$ cat src/hdl/set_min_gap_and_range_defines.svh
// ----------------------------------------------------------------------------
// set_min_gap_and_range_defines.svh
// Assertion macros shared by the minimum gap and range block.
// ----------------------------------------------------------------------------
`ifndef SET_MIN_GAP_AND_RANGE_DEFINES_SVH
`define SET_MIN_GAP_AND_RANGE_DEFINES_SVH

// Checks that cons holds in the same cycle as ante.
`define SMGR_ASSERT_NOW(label, ck, rn, ante, cons, msg) \
  label: assert property (@(posedge ck) disable iff (!(rn)) (ante) |-> (cons)) \
    else $error(msg);

// Checks that cons holds in the cycle after ante.
`define SMGR_ASSERT_NEXT(label, ck, rn, ante, cons, msg) \
  label: assert property (@(posedge ck) disable iff (!(rn)) (ante) |=> (cons)) \
    else $error(msg);

`endif

$ cat src/hdl/smgr_pkg.sv
// ----------------------------------------------------------------------------
// smgr_pkg
// Types and constants shared by the minimum gap and range block.
// ----------------------------------------------------------------------------
package smgr_pkg;

  // Widths of the data path.
  localparam int DATA_W = 32;
  localparam int GAP_W  = DATA_W + 1;
  localparam int CAP_W  = 7;

  // Defaults and fixed values.
  localparam int               DEF_MAX_ENTRIES = 64;
  localparam logic [CAP_W-1:0] CAP_RESET       = 7'd64;
  localparam int               MIN_VALUES      = 2;
  localparam logic [GAP_W-1:0] GAP_NONE        = {GAP_W{1'b1}};

  // Operation carried by a token through the cell chain.
  typedef enum logic [1:0] {
    OP_ADD = 2'd0,
    OP_REJ = 2'd1,
    OP_CLR = 2'd2
  } op_t;

  // Result status codes.
  typedef enum logic [1:0] {
    ST_OK   = 2'd0,
    ST_FULL = 2'd1,
    ST_FEW  = 2'd2,
    ST_CAP0 = 2'd3
  } stat_t;

  // Token payload that moves one cell per cycle.
  typedef struct packed {
    op_t                op;
    logic [DATA_W-1:0]  value;
    logic [GAP_W-1:0]   gap;
  } tok_t;

endpackage

$ cat src/hdl/smgr_out.sv
// ----------------------------------------------------------------------------
// smgr_out
// Result stage: keeps the best gap, minimum and maximum in token order and
// registers the result.
// ----------------------------------------------------------------------------
module smgr_out #(
  parameter int CW = 7
) (
  input  logic                               clk,
  input  logic                               rst_n,
  input  logic                               vld_i,
  input  smgr_pkg::tok_t                     tok_i,
  input  logic [CW-1:0]                      idx_i,
  input  logic                               cap_zero_i,
  output logic                               out_valid,
  output logic [1:0]                         out_status,
  output logic [smgr_pkg::DATA_W-1:0]        out_shortest_span,
  output logic [smgr_pkg::DATA_W-1:0]        out_longest_span,
  output logic [smgr_pkg::CAP_W-1:0]         out_held_count
);

  logic [smgr_pkg::GAP_W-1:0]         best_r;
  logic [smgr_pkg::GAP_W-1:0]         best_nxt;
  logic signed [smgr_pkg::DATA_W-1:0] min_r;
  logic signed [smgr_pkg::DATA_W-1:0] min_nxt;
  logic signed [smgr_pkg::DATA_W-1:0] max_r;
  logic signed [smgr_pkg::DATA_W-1:0] max_nxt;
  logic signed [smgr_pkg::DATA_W-1:0] val;
  logic [CW-1:0]                      cnt_new;
  smgr_pkg::stat_t                    stat;
  logic [smgr_pkg::DATA_W-1:0]        short_nxt;
  logic [smgr_pkg::DATA_W-1:0]        long_nxt;

  logic                               out_valid_r;
  smgr_pkg::stat_t                    out_status_r;
  logic [smgr_pkg::DATA_W-1:0]        out_short_r;
  logic [smgr_pkg::DATA_W-1:0]        out_long_r;
  logic [smgr_pkg::CAP_W-1:0]         out_count_r;

  assign val = tok_i.value;

  // Update of the running statistics for the token leaving the chain.
  always_comb begin
    best_nxt = best_r;
    min_nxt  = min_r;
    max_nxt  = max_r;
    cnt_new  = idx_i;
    stat     = smgr_pkg::ST_FULL;
    case (tok_i.op)
      smgr_pkg::OP_CLR: begin
        best_nxt = smgr_pkg::GAP_NONE;
        min_nxt  = '0;
        max_nxt  = '0;
        cnt_new  = '0;
        stat     = cap_zero_i ? smgr_pkg::ST_CAP0 : smgr_pkg::ST_FEW;
      end
      smgr_pkg::OP_REJ: begin
        stat = smgr_pkg::ST_FULL;
      end
      smgr_pkg::OP_ADD: begin
        cnt_new = idx_i + CW'(1);
        if (tok_i.gap < best_r) begin
          best_nxt = tok_i.gap;
        end
        if (idx_i == '0) begin
          min_nxt = val;
          max_nxt = val;
        end else begin
          if (val < min_r) begin
            min_nxt = val;
          end
          if (val > max_r) begin
            max_nxt = val;
          end
        end
        if (cap_zero_i) begin
          stat = smgr_pkg::ST_CAP0;
        end else if (cnt_new >= CW'(smgr_pkg::MIN_VALUES)) begin
          stat = smgr_pkg::ST_OK;
        end else begin
          stat = smgr_pkg::ST_FEW;
        end
      end
      default: begin
        stat = smgr_pkg::ST_FULL;
      end
    endcase
  end

  // Spans are reported only with an ok status.
  always_comb begin
    short_nxt = '0;
    long_nxt  = '0;
    if (stat == smgr_pkg::ST_OK) begin
      short_nxt = best_nxt[smgr_pkg::DATA_W-1:0];
      long_nxt  = max_nxt - min_nxt;
    end
  end

  // Running statistics.
  always_ff @(posedge clk) begin
    if (!rst_n) begin
      best_r <= smgr_pkg::GAP_NONE;
      min_r  <= '0;
      max_r  <= '0;
    end else if (vld_i) begin
      best_r <= best_nxt;
      min_r  <= min_nxt;
      max_r  <= max_nxt;
    end
  end

  // Result strobe.
  always_ff @(posedge clk) begin
    if (!rst_n) begin
      out_valid_r <= 1'b0;
    end else begin
      out_valid_r <= vld_i;
    end
  end

  // Result payload.
  always_ff @(posedge clk) begin
    if (vld_i) begin
      out_status_r <= stat;
      out_short_r  <= short_nxt;
      out_long_r   <= long_nxt;
      out_count_r  <= smgr_pkg::CAP_W'(cnt_new);
    end
  end

  assign out_valid         = out_valid_r;
  assign out_status        = out_status_r;
  assign out_shortest_span = out_short_r;
  assign out_longest_span  = out_long_r;
  assign out_held_count    = out_count_r;

endmodule
$ cat config.mk
export PLATFORM = sky130hd
export DESIGN_NAME = smgr_out
export DESIGN_NICKNAME = d
export VERILOG_FILES = /design/src/hdl/set_min_gap_and_range_defines.svh /design/src/hdl/smgr_pkg.sv /design/src/hdl/smgr_out.sv
export SDC_FILE = /design/constraint.sdc
export NUM_CORES = 1
export LEC_CHECK = 0
export BUFFER_PORTS_ARGS = -buffer_cell sky130_fd_sc_hd__buf_2
export CAP_MARGIN = 30
export CORE_MARGIN = 1
export CORE_UTILIZATION = 40
export CTS_CLUSTER_DIAMETER = 40
export DETAILED_ROUTE_END_ITERATION = 7
export MAX_ROUTING_LAYER = met4
export PLACE_DENSITY = 0.58
export SLEW_MARGIN = 0
export SYNTH_ARGS = -nofsm -noshare
export SYNTH_HDL_FRONTEND = slang
export SYNTH_SLANG_ARGS = --single-unit
$ cat constraint.sdc
create_clock -name clk -period 11.2 [get_ports clk]
set_input_delay 1.12 -clock clk [delete_from_list [all_inputs] [get_ports clk]]
set_output_delay 1.12 -clock clk [all_outputs]
set_load 0.01 [all_outputs]
Yosys cells after proc, flatten, opt, wreduce, memory -nomap -nowiden
Cells that the tools add are included.
{"block": "classes", "reduce_logical": 5, "n_lt_le_gt_ge": 4, "addsub": 2, "mux": 13, "eq_ne": 2}
{"op": "32-bit 2-to-1 mux", "count": 4}
{"op": "32-bit one-hot mux with 2 select lines", "count": 2}
{"op": "33-bit one-hot mux with 2 select lines", "count": 1}
{"op": "33-bit less-than comparator", "count": 1}
{"op": "33-bit 2-to-1 mux", "count": 1}
{"op": "32-bit greater-than comparator", "count": 1}
{"op": "32-bit less-than comparator", "count": 1}
{"op": "32-bit subtractor", "count": 1}
{"op": "7-bit one-hot mux with 2 select lines", "count": 1}
{"op": "7-bit by 1-bit adder with 7-bit output (second input constant)", "count": 1}
{"op": "7-bit by 2-bit >= comparator with 1-bit output (second input constant)", "count": 1}
{"op": "7-bit zero test", "count": 1}
{"op": "2-bit zero test", "count": 2}
{"op": "2-bit 2-to-1 mux", "count": 2}
{"op": "2-bit one-hot mux with 2 select lines", "count": 1}
{"op": "3-bit AND reduction", "count": 1}
{"op": "2-bit == test (second input constant)", "count": 1}
{"op": "2-bit != test (second input constant)", "count": 1}
{"op": "2-bit nonzero test", "count": 1}
{"op": "1-bit 2-to-1 mux", "count": 1}
{"block": "word_totals", "input_bits": 78, "elab_cells": 35, "output_inout_bits": 74, "register_bits": 171}

Logic depth before layout (Yosys ltp)
Gate-level depths: netlist of run 1.
{"block": "logic_depth", "word_depth": 6, "mapped_depth": 25, "depth_no_buf": 24}

Worst setup path before layout of run 1
OpenSTA, ideal clock, no wires.
{"block": "synth_timing", "path_type": "input -> register", "from": "input port tok_i[64] (netlist name)", "to": "register out_long_r (netlist bit out_longest_span[28]), data pin", "n_path_buf": 2, "path_slack_ns": 5.364, "required_time_ns": 10.934, "t_arrival_ns": 5.570, "cell_stages": 22, "setup_time_ns": 0.266, "cell_sequence": "ha_1 -> nand4_2 -> or4_4 -> nand2b_1 -> and3_4 -> o2bb2ai_2 -> a211oi_4 -> inv_2 -> clkbuf_1 -> clkbuf_1 -> o21ai_1 -> ha_1 -> a21o_1 -> a21o_1 -> a21o_1 -> o2111a_1 -> nor2_1 -> o21ai_0 -> a2111o_1 -> a21boi_0 -> xor2_1 -> nor2_1"}
{"block": "synth_between", "elab_chain_len": 5, "word_cells_on_any_way": 9, "cone_classes": "1 x add/sub; 2 x order compare; 6 x mux"}
{"item": "from (decl)", "line": "smgr_out.sv:12", "source": "input smgr_pkg::tok_t tok_i,"}
{"item": "32-bit greater-than comparator", "line": "smgr_out.sv:72", "source": "if (val > max_r) begin"}
{"item": "32-bit 2-to-1 mux", "line": "smgr_out.sv:72"}
{"item": "32-bit 2-to-1 mux", "line": "smgr_out.sv:65", "source": "if (idx_i == '0) begin"}
{"item": "32-bit one-hot mux with 2 select lines", "line": "smgr_out.sv:49", "source": "case (tok_i.op)"}
{"item": "net max_nxt, one bit", "line": "smgr_out.sv:27", "source": "logic signed [smgr_pkg::DATA_W-1:0] max_nxt;"}
{"item": "32-bit subtractor", "line": "smgr_out.sv:96", "source": "long_nxt = max_nxt - min_nxt;"}
{"item": "to (signal assigned)", "line": "smgr_out.sv:127", "source": "out_long_r <= long_nxt;"}
{"item": "to (decl)", "line": "smgr_out.sv:37", "source": "logic [smgr_pkg::DATA_W-1:0] out_long_r;"}
The timed path passes the listed nets, and every way through them passes these cells.
A chain may end at the register's enable or synchronous reset.

Final worst setup path of run 1
{"block": "layout_timing", "from": "input port tok_i[46] (netlist name)", "to": "register out_long_r (netlist bit out_longest_span[29]), data pin"}
{"block": "layout_between", "elab_chain_len": 5, "word_cells_on_any_way": 9, "cone_classes": "1 x add/sub; 2 x order compare; 6 x mux"}
{"item": "32-bit greater-than comparator / 32-bit less-than comparator (equally long branches)", "line": "smgr_out.sv:72, smgr_out.sv:69"}
{"item": "32-bit 2-to-1 mux (on tied branches)", "line": "smgr_out.sv:72, smgr_out.sv:69"}
{"item": "32-bit 2-to-1 mux", "line": "smgr_out.sv:65"}
{"item": "32-bit one-hot mux with 2 select lines", "line": "smgr_out.sv:49"}
{"item": "32-bit subtractor *", "line": "smgr_out.sv:96"}
Mark *: on every way between the ends. The rest lies on a longest branch, timed or not.

==> flow_summary_export.csv, run 1 <==
group,metric,value,unit
detailed_routing,drtIter0Drc,751,
floorplanning,area_of_the_placeable_core,27000,µm²
floorplanning,die_area,28100,µm²
clock_network,post_cts_resize_count,0,
critical_path,critical-path-top-cell-by-count,"sky130_fd_sc_hd__a21oi_1",
sta,max_freq,150,MHz
critical_path,timing.critical_path.fanout_max,23,
clock_network,cts_hold_buf,0,
synth,synth_sequential_area_ratio,0.379,
final_layout,synthToLayoutAreaGrowth,15.1,%
power_and_ir_drop,netSwitchingFraction,0.327,
detailed_routing,drcViolationCount,0,
power_and_ir_drop,total_switching_power,0.000561,W
place,io_buffer_count,151,
power_and_ir_drop,pwr-share-comb,0.250,
critical_path,critPathCaptureType,"register",
sta,finalSetupTns,0,ns
grt,maximum_number_of_pins_on_one_net_before_global_route_repair,44,
final_layout,most_frequent_cells_in_the_layout,"sky130_fd_sc_hd__buf_2, sky130_fd_sc_hd__ha_1, sky130_fd_sc_hd__inv_1, sky130_fd_sc_hd__dfxtp_1, sky130_fd_sc_hd__o21ai_0",
final_layout,most_frequent_standard_cell_in_the_layout_excluding_fill_and_tap_cells,"sky130_fd_sc_hd__buf_2",
synth,postSynthNetCount,1423,
critical_path,timing.critical_path.arrival,6.84,ns
flow_run,max-cap-violations,0,
clock_network,cts_root_buf,"sky130_fd_sc_hd__clkbuf_16",
floorplanning,num_rows,60,
synth,postSynthCellCount,1215,
grt,via_count_of_the_first_global_routing_pass,9174,
sta,worst_pin_slew,1.04,ns
sta,hold_viol_final,0,
sta,final_period_minus_worst_setup_slack,6.67,ns
grt,globalRouteTotalUtil,0.229,
sta,report.final.slew_viol_count,0,
critical_path,cp_cell_sequence,"buf_2, ha_1, a21oi_1, nor2_1, a211oi_1, o211ai_1, nor3_1, o41ai_2, xnor2_1, a21oi_2, buf_4, a22oi_1, ha_1, nor2b_1, o21ai_0, a21oi_1, o41ai_1, a21oi_1, o31ai_1, o311ai_0, a21oi_1, xor2_1, nor2_1",
floorplanning,fp.dieW,168,µm
synth,ys_dominant_reg_cell,"sky130_fd_sc_hd__dfxtp_1",
clock_network,clock_latency,0.44,ns
sta,setup_slack,4.53,ns
power_and_ir_drop,clock_power_share,0.345,
critical_path,slowest_stage_delay_cp,0.56,ns
critical_path,required,11.37,ns
synth,synth_async_sr_flop_share,0,
detailed_routing,routed_via_density,5.72,
synth,synth.avg_cell_area,9.03,µm²
detailed_routing,via_count,9691,
critical_path,startpoint_type,"input port",
power_and_ir_drop,static-leakage-power,5.39,nW
synth,synth.yosys.warnings,0,
clock_network,numCtsBuffers,17,
final_layout,finish.net_count,1547,
floorplanning,initial_utilization,0.407,
clock_network,cts.reportedPaths.clkPinSlew,0.07,ns
final_layout,drive_above_1_share,0.161,
synth,synth-seq-cells,171,
detailed_routing,detail-route-antenna-nets,0,
critical_path,path_class,"input port to register",
sta,finalCritPeriodShare,0.596,
detailed_routing,drt-total-wl,31.0,mm
min_path,worst_hold_path_type,"register to register",
floorplanning,floorplan.io_pins,152,
clock_network,max-clock-path-buffers,2,
sta,finalClockSkew,0.0129,ns
synth,synth-edff-count,73,
place,detailedPlace.worstSlack,4.09,ns
power_and_ir_drop,power.density,136,nW/µm²
clock_network,postCtsSetupBuffers,0,
power_and_ir_drop,fin_total_pwr,0.00172,W
place,globalplace.congestion,0.899,
sta,final-setup-viol-count,0,
sta,grt_setup_unrepaired,"no",
clock_network,tritoncts_num_sinks,171,
clock_network,cts_max_level,4,
floorplanning,fp.dieH,168,µm
outcome,outcome,"completed",
detailed_routing,detailedRoute.firstPassIterationCount,5,
critical_path,library_cell_contributing_the_largest_single_delay_on_the_critical_path,"sky130_fd_sc_hd__o31ai_1",
grt,grt_antenna_before_repair,0,
final_layout,num_antenna_cells,0,
sta,maxSlewHeadroom,0.310,
synth,synth.cell_area,11000,µm²
clock_network,clock_tree_from_tritoncts,"built",
grt,grt.overflow.total,0,
power_and_ir_drop,seqPwrFrac,0.404,
power_and_ir_drop,ir_worst_vdd,0.0821,mV
power_and_ir_drop,internal-power,0.00116,W
synth,synth.lib_cells_used.distinct,71,
place,half_perimeter_wire_length_after_detailed_placement,23.0,mm
detailed_routing,routedWlPerCell,18.3,µm
grt,grt_pass1_wl,49.3,mm
==> state kept, by name, indices dropped and copies added (netlist names) <==
| name | flops |
|---|---|
| max_r | 32 |
| out_status | 2 |
| best_r | 33 |
| out_valid | 1 |
| out_longest_span | 32 |
| min_r | 32 |
| out_shortest_span | 32 |
| out_held_count | 7 |
==> kinds of logic after synthesis <==
| family | Yosys count | synth area share |
|---|---|---|
| and+or+nand+nor | 275 | 0.119 |
| xor gates and xnor gates | 24 | 0.0204 |
| AOI/OAI and AO/OA | 443 | 0.270 |
| buffers and inverters | 169 | 0.0608 |
| adders and majority gates | 130 | 0.149 |
| DFF | 171 | 0.379 |
| muxes | 3 | 0.00274 |
==> area by class of cell <==
class	instances	area, µm²
Timing Repair Buffer	165	863
Clock inverter	14	130
Fill cell	2588	14300
Clock buffer	18	450
Sequential cell	171	4150
Tap cell	341	427
Inverter	109	409
Multi-Input combinational cell	875	6190
==> worst paths after layout <==
check	start	to	slack, ns	cells after the start
worst max-delay path	tok_i[46]	out_longest_span[29]	4.53	23
worst min-delay path	best_r[32]	best_r[32]	0.47	1
worst max register to register	min_r[13]	out_longest_span[29]	4.98	23
worst min register to register	best_r[32]	best_r[32]	0.47	1
==> stage by stage <==
stage | hold slack (ns) | cell area (µm²) | utilization | std cells
6_report | 0.466 | 12600 | 0.469 | 1693
5_1_grt | 0.504 | 12600 | 0.469 | 1693
4_1_cts | 0.473 | 12600 | 0.469 | 1693
3_5_place_dp | 0.455 | 12000 | 0.447 | 1661
3_3_place_gp | 0.446 | 12000 | 0.447 | 1661
2_1_floorplan | 0.436 | 11000 | - | 1215
==> metal layers <==
layer	vias to the layer above	share of wire	global-route usage
met3	44	0.053	0.0277
li1	4752	-	-
met2	316	0.44	0.349
met1	4579	0.48	0.311
met5	-	0	-
met4	0	0.024	0.0818
==> worst max-delay path: cells and delay by family <==
family | cells | cell delay, ns
xor gates and xnor gates | 2 | 0.39
and+or+nand+nor | 4 | 0.60
adders and majority gates | 2 | 0.62
buffers and inverters | 2 | 0.56
AOI/OAI and AO/OA | 13 | 3.52
==> cell usage after synthesis, drive strengths merged (21+ instances only) <==
cell | number | area (µm²)
o21ai | 102 | 510
ha | 129 | 1610
o22a | 34 | 298
o22ai | 34 | 213
clkbuf | 48 | 180
inv | 108 | 405
a22oi | 65 | 493
nand4 | 21 | 138
dfxtp | 98 | 1960
a21o | 25 | 188
a22o | 36 | 315
nand2 | 74 | 278
nor2 | 87 | 327
edfxtp | 73 | 2190
a21oi | 90 | 454
==> power by group through the flow <==
stage | combinational [W] | clock, W | sequential, W
3_3_place_gp | 0.000425 | 0 | 0.000709
5_1_grt | 0.000478 | 0.000632 | 0.000697
6_report | 0.000430 | 0.000593 | 0.000694
4_1_cts | 0.000429 | 0.000605 | 0.000694
2_1_floorplan | 0.000277 | 0 | 0.000717
3_5_place_dp | 0.000427 | 0 | 0.000708
No activity file was read; power rests on OpenSTA's default activity.
==> run 2, diff against run 1 <==
PLACE_DENSITY = 0.6   (was 0.58)
clock period = 5.6 ns   (was 11.2 ns; I/O delays follow)
==> run 2 against run 1 <==
Against the previous run:
- utilization is 1.5 points higher
- wire length increased by 2.5%
- die area is the same
- combinational power is 110% higher
- via count is 2.1% higher
- clock-buffer cell count fell by 1
- cell count increased by 2.4%
- total power grew 110%
- clock power is 110% higher
- clock skew barely moved
- critical path type is now register to register
- critical endpoint is now out_longest_span[26]
- largest power group unchanged
==> flow_summary_export.csv, run 2 (synthesis gave the netlist of run 1 again) <==
group,metric,value,unit
clock_network,post_cts_resize_count,0,
sta,report.final.slew_viol_count,0,
clock_network,max-clock-path-buffers,2,
floorplanning,initial_utilization,0.407,
final_layout,largest_register_ffs,33,
critical_path,r2r_cells,22,
power_and_ir_drop,fin_total_pwr,0.00353,W
min_path,worst_hold_path_type,"input port to register",
flow_run,max-cap-violations,0,
sta,grt_setup_unrepaired,"no",
final_layout,regMostFlops,"best_r",
grt,globalRouteTotalUtil,0.234,
grt,grt_pass1_wl,50.3,mm
clock_network,clock_tree_from_tritoncts,"built",
final_layout,most_frequent_cells_in_the_layout,"sky130_fd_sc_hd__buf_2, sky130_fd_sc_hd__ha_1, sky130_fd_sc_hd__inv_1, sky130_fd_sc_hd__dfxtp_1, sky130_fd_sc_hd__o21ai_0",
grt,grt.overflow.total,0,
sta,final_period_minus_worst_setup_slack,5.20,ns
sta,hold_viol_final,0,
final_layout,synthToLayoutAreaGrowth,18.7,%
final_layout,filler_cell_count,2549,
critical_path,critPathCaptureType,"register",
floorplanning,floorplan.io_pins,152,
grt,maximum_number_of_pins_on_one_net_before_global_route_repair,60,
detailed_routing,drt-total-wl,31.7,mm
critical_path,timing.critical_path.arrival,5.39,ns
floorplanning,die_area,28100,µm²
final_layout,finish.net_count,1586,
sta,finalCritPeriodShare,0.929,
critical_path,reg2reg_setup_slack,0.40,ns
grt,via_count_of_the_first_global_routing_pass,9285,
detailed_routing,drtIter0Drc,924,
critical_path,path_class,"register to register",
clock_network,tritoncts_num_sinks,171,
clock_network,cts_root_buf,"sky130_fd_sc_hd__clkbuf_16",
place,io_buffer_count,151,
critical_path,timing.critical_path.fanout_max,18,
power_and_ir_drop,power.density,271,nW/µm²
clock_network,cts.reportedPaths.clkPinSlew,0.08,ns
critical_path,startpoint_type,"register",
detailed_routing,drcViolationCount,0,
final_layout,most_frequent_standard_cell_in_the_layout_excluding_fill_and_tap_cells,"sky130_fd_sc_hd__buf_2",
place,globalplace.congestion,0.867,
place,half_perimeter_wire_length_after_detailed_placement,23.5,mm
detailed_routing,routed_via_density,5.71,
min_path,min_delay_path_depth,2,
power_and_ir_drop,ir_worst_vdd,0.199,mV
clock_network,clock_latency,0.44,ns
detailed_routing,via_count,9897,
clock_network,cts_max_level,4,
clock_network,postCtsSetupBuffers,0,
detailed_routing,detail-route-antenna-nets,0,
detailed_routing,routedWlPerCell,18.3,µm
sta,fin_worst_hold_slack,0.389,ns
sta,max_freq,192,MHz
floorplanning,area_of_the_placeable_core,27000,µm²
grt,grt_antenna_before_repair,2,
outcome,outcome,"completed",
floorplanning,fp.dieW,168,µm
clock_network,cts_hold_buf,0,
floorplanning,fp.dieH,168,µm
critical_path,required,5.79,ns
clock_network,numCtsBuffers,17,
detailed_routing,detailedRoute.firstPassIterationCount,5,
sta,final-setup-viol-count,0,
floorplanning,num_rows,60,
sta,finalClockSkew,0.0128,ns
power_and_ir_drop,static-leakage-power,5.63,nW
final_layout,drive_above_1_share,0.185,
sta,maxSlewHeadroom,0.336,
sta,worst_pin_slew,0.994,ns
[run 2: cell types whose count changed in the layout (fill, tap and decap cells not counted), moves of 2 or more]
cell,change
sky130_fd_sc_hd__buf_12,+3
sky130_fd_sc_hd__inv_8,+2
sky130_fd_sc_hd__clkinvlp_4,-5
sky130_fd_sc_hd__clkinv_4,+3
sky130_fd_sc_hd__buf_4,+34
[run 2: layout make-up]
cell class	count	area [µm²]	area share
multi-input cells	875	6220	0.477
flip-flops and latches	171	4150	0.319
repair buffers	204	1220	0.0938
well taps	341	427	0.0328
clock buffers	17	425	0.0327
inverters	109	409	0.0314
clock inverters	15	169	0.0130
diodes	1	2.50	0.000192
[run 2: report_power, final]
part / switching (W) / leakage, nW / internal [W]
logic: 0.000529 / 3.79 / 0.000386
clock network: 0.000614 / 0.293 / 0.000607
registers: 0.0000294 / 1.54 / 0.00136
total: 0.00117 / 5.63 / 0.00236
[run 2: worst max-delay path, cell delays in order, from the launching register on]
cell	delay, ns
sky130_fd_sc_hd__dfxtp_1	0.35
sky130_fd_sc_hd__inv_1	0.06
sky130_fd_sc_hd__ha_1	0.31
sky130_fd_sc_hd__nand4_1	0.16
sky130_fd_sc_hd__or4_4	0.56
sky130_fd_sc_hd__nand2b_1	0.18
sky130_fd_sc_hd__and3_1	0.20
sky130_fd_sc_hd__a22oi_2	0.20
sky130_fd_sc_hd__o311ai_4	0.16
sky130_fd_sc_hd__buf_12	0.18
sky130_fd_sc_hd__a22oi_1	0.22
sky130_fd_sc_hd__ha_1	0.24
sky130_fd_sc_hd__fa_1	0.20
sky130_fd_sc_hd__nor2b_1	0.06
sky130_fd_sc_hd__o2111ai_1	0.23
sky130_fd_sc_hd__a21oi_1	0.15
sky130_fd_sc_hd__o2111a_1	0.30
sky130_fd_sc_hd__nor2_2	0.21
sky130_fd_sc_hd__o21ai_0	0.13
sky130_fd_sc_hd__a2111o_1	0.40
sky130_fd_sc_hd__a31oi_1	0.22
sky130_fd_sc_hd__xor2_1	0.17
sky130_fd_sc_hd__nor2_1	0.06
[run 2: per-layer routing]
metal | routed length, µm | up-vias | global-route usage
met5 | 0 | - | -
met4 | 781 | 0 | 0.0794
met3 | 1560 | 45 | 0.0314
met2 | 13500 | 313 | 0.338
met1 | 15900 | 4712 | 0.333
li1 | - | 4827 | -
[run 2: path summary, 6_finish.rpt]
kind,from,end
min,tok_i[13],best_r[13]
min reg2reg,best_r[32],best_r[32]
max reg2reg,max_r[27],out_longest_span[26]
max,max_r[27],out_longest_span[26]
[run 2: metrics by stage]
stage	instances	utilization	area (µm²)	worst slack, ns	setup TNS [ns]
finish	1733	0.483	13000	0.396	0
global route	1733	0.483	13000	0.0358	0
CTS	1732	0.482	13000	0.256	0
detailed placement	1700	0.460	12400	-0.0277	-0.0378
global placement	1698	0.459	12400	0.00851	0
floorplan	1215	-	11000	0.324	0
